`src/rtl/core/tt_ram.sv`:
```
`timescale 1ns / 1ps
// ----------------------------------------------------------------------------
// Generic single-clock RAM
// One write port and one read port; the read data is registered.
// ----------------------------------------------------------------------------
module tt_ram #(
    parameter int WIDTH = 8,
    parameter int DEPTH = 16
) (
    input  logic                     i_clk,
    input  logic                     i_we,
    input  logic [$clog2(DEPTH)-1:0] i_wr_addr,
    input  logic [WIDTH-1:0]         i_wr_data,
    input  logic [$clog2(DEPTH)-1:0] i_rd_addr,
    output logic [WIDTH-1:0]         o_rd_data
);

    logic [WIDTH-1:0] r_mem [DEPTH];

    // Write port and registered read port.
    always_ff @(posedge i_clk) begin
        if (i_we) begin
            r_mem[i_wr_addr] <= i_wr_data;
        end
        o_rd_data <= r_mem[i_rd_addr];
    end

endmodule

```
`config.mk`:
```
export PLATFORM = sky130hd
export DESIGN_NAME = tt_ram
export DESIGN_NICKNAME = d
export VERILOG_FILES = /design/src/rtl/core/tt_ram.sv
export SDC_FILE = /design/constraint.sdc
export NUM_CORES = 1
export LEC_CHECK = 0
export ABC_AREA = 1
export BUFFER_PORTS_ARGS = -buffer_cell sky130_fd_sc_hd__clkbuf_2
export CELL_PAD_IN_SITES_DETAIL_PLACEMENT = 0
export CELL_PAD_IN_SITES_GLOBAL_PLACEMENT = 1
export CORE_UTILIZATION = 50
export CTS_BUF_LIST = sky130_fd_sc_hd__clkbuf_16
export CTS_CLUSTER_DIAMETER = 50
export DETAILED_ROUTE_END_ITERATION = 8
export PLACE_DENSITY_LB_ADDON = 0.25
export SYNTH_ARGS = -nofsm -noshare
export SYNTH_HDL_FRONTEND = slang
export SYNTH_SLANG_ARGS = --single-unit
```
`constraint.sdc`:
```
create_clock -name i_clk -period 3.4 [get_ports i_clk]
set_input_delay 1.02 -clock i_clk [delete_from_list [all_inputs] [get_ports i_clk]]
set_output_delay 1.02 -clock i_clk [all_outputs]
set_load 0.02 [all_outputs]
```
==> flow_summary.json <==
{
  "critPathLaunchType": "primary input",
  "pwr_density_cell_mw_per_mm2": 598,
  "yosys_warnings": 0,
  "clkLatencyLatePin_ns": 0.41,
  "grt-ovfl-total": 0,
  "min_to": "o_rd_data[2]",
  "ctsHoldBuffers": 0,
  "postCtsResizedCells": 0,
  "drtIter0Drc": 295,
  "portBuffers": 25,
  "setup_viol": 0,
  "drive_above_1_share_pct": 9.52,
  "grt_pass1_wl_um": 19800,
  "postSynthAreaPerCell_um2": 10.5,
  "vias": 3716,
  "critPathMaxFanout": 8,
  "reg2reg_depth": 6,
  "n_antenna_cell": 0,
  "ctsLongestPathBuffers": 2,
  "hp-class": "reg -> reg",
  "hold_viol_final": 0,
  "nFillCells": 942,
  "holdPathStages": 6,
  "gr-usage-met2_pct": 34.1,
  "synth_nets": 569,
  "die_h_um": 109,
  "post_cts_buffers": 0,
  "wl_per_cell_um": 17.4,
  "busiest_layer": "met1",
  "grt_pass1_vias": 3489,
  "holdCritStartpoint": "r_mem[6][2]",
  "required_ns": 3.43,
  "r2r-end": "o_rd_data[6]",
  "antenna_found_initial": 0,
  "design_area_mm2": 0.00650,
  "worst_slew_pin_slew_ns": 0.964,
  "irDropWorstVdd_v": 0.000293,
  "r2r_start": "r_mem[9][6]",
  "postRouteAntennaNets": 0,
  "ys_seq_area_share_pct": 69.4,
  "coreArea_mm2": 0.0110,
  "hpwlAfterDp_um": 7480,
  "drc_errors": 0,
  "dpl_cell_area_mm2": 0.00593,
  "dr.pass1.iters": 5,
  "r2r_slack_ns": 2.31,
  "period_share_pct": 61.9,
  "synthDistinctLibCells": 12,
  "cts_sinks": 136,
  "worstPathArrival_ns": 2.14,
  "dieArea_mm2": 0.0120,
  "ios": 26,
  "rsz0062_at_grt": "no",
  "max_freq_mhz": 475,
  "crit_type": "in -> reg",
  "cts_buffers": 17,
  "total_power_mw": 3.89,
  "crit_path_top_delay_cell": "nor2_1",
  "status": "finished, final reports clean",
  "clockRootBuffer": "clkbuf_16",
  "cts_tree": "yes",
  "grt_use_total_pct": 23.7,
  "fin_nets": 593,
  "use_met1_pct": 35.2,
  "avgViaCountPerCell": 5.10,
  "synthTopCellsByArea": "edfxtp_1, nand2_1, nand3_1",
  "yosys_register_bits": 136,
  "finalSetupTns_ns": 0,
  "area_delta_synth_final_pct": 12.7,
  "fin_crit_ns": 2.11,
  "gp_congestion": 0.787,
  "htree_num_levels": 4,
  "relSlewSlack_pct": 35.5,
  "fp-row-count": 38,
  "routed_wl_um": 12700,
  "initial_utilization_pct": 52.3,
  "utilization_pct": 58.9,
  "worstPathCellList": "clkbuf_2 > nand3b_1 > nor2_1",
  "clkTransAtPathRegs_ns": 0.05,
  "syn_inst": 551,
  "report.final.slew_viol_count": 0,
  "slowest_delay_ns": 0.77,
  "die_x_um": 109,
  "clock_skew_ns": 0.00591,
  "synth_area_mm2": 0.00577,
  "leakage_nw": 2.82,
  "grt_max_degree": 65,
  "end_kind": "flip-flop",
  "use_met3_pct": 6.05,
  "yosysTopAreaCell": "edfxtp_1",
  "hold_slack_ns": 0.679,
  "synth_top_area_share_pct": 66.7,
  "maxCapViolCount": 0
}
[layout make-up]
class / count / area, um^2 / area share (%)
clock buffer: 17 / 425 / 6.54
tap: 140 / 175 / 2.69
multi-input combinational: 289 / 1210 / 18.7
clock inverter: 15 / 144 / 2.21
sequential: 136 / 4000 / 61.6
timing repair buffer: 29 / 155 / 2.39
inverter: 102 / 383 / 5.89
[cells in the final DEF, fill, tap and decap left out]
cell type / instances
nand2_1: 173
edfxtp_1: 128
inv_1: 102
nand3_1: 97
clkbuf_2: 25
nor2_1: 17
clkbuf_16: 17
dfxtp_1: 8
clkinv_1: 5
clkinv_2: 4
buf_4: 4
bufinv_16: 3
inv_2: 2
nand3b_1: 2
clkinvlp_4: 1
[layer usage]
| metal | up-vias | part of all wire, % | wire (um) |
|---|---|---|---|
| met1 | 1745 | 46 | 5890 |
| met3 | 15 | 7.4 | 933 |
| met4 | 0 | 1.3 | 168 |
| met2 | 135 | 45 | 5700 |
| met5 | - | 0 | 0 |
| li1 | 1821 | - | - |
[how the worst max path moves through the flow]
stage,cells after the start,endpoint,slack (ns),start
finish,3,r_mem[7][2],1.29,i_wr_addr[3]
floorplan,2,r_mem[10][0],1.43,i_wr_addr[2]
detailed placement,3,r_mem[7][7],0.87,i_wr_addr[3]
CTS,3,r_mem[7][1],1.31,i_wr_addr[3]
global placement,5,o_rd_data[6],0.86,i_rd_addr[2]
global route,8,o_rd_data[5],1.22,i_rd_addr[0]
[worst max-delay path, delay by kind of cell]
family,cells,cell delay (ns)
buf+inv,1,0.11
simple gates,2,1.01
[power by group]
part / switching [mW] / internal [mW] / leakage (nW) / total [mW]
Combinational: 0.172 / 0.0601 / 1.31 / 0.232
Clock: 0.642 / 1.13 / 0.286 / 1.77
Sequential: 0.0102 / 1.88 / 1.22 / 1.89
[flip-flops by register name, summed over array words and instances (netlist names)]
register / count
o_rd_data: 8
r_mem: 128
[stage by stage]
stage                     worst slack (ns)  cells
after floorplan                       1.43    551
after global placement               0.864    696
after detailed placement             0.869    696
after CTS                             1.31    728
after global routing                  1.22    728
final                                 1.29    728
[cell families (layout without fill, tap and decap cells)]
family | count (synthesis) | count (layout) | share of synthesized area (%)
buffers and inverters | 126 | 163 | 9.52
flip-flops | 136 | 136 | 69.4
AND/OR/NAND/NOR | 289 | 289 | 21.0
[Yosys cell counts]
master    count
inv_2         2
buf_1         1
inv_1       100
nand3_1      97
buf_2        13
nand3b_1      2
nor2_1       17
buf_6         6
nand2_1     173
buf_4         4
edfxtp_1    128
dfxtp_1       8
No activity file was read; power rests on OpenSTA's default activity.
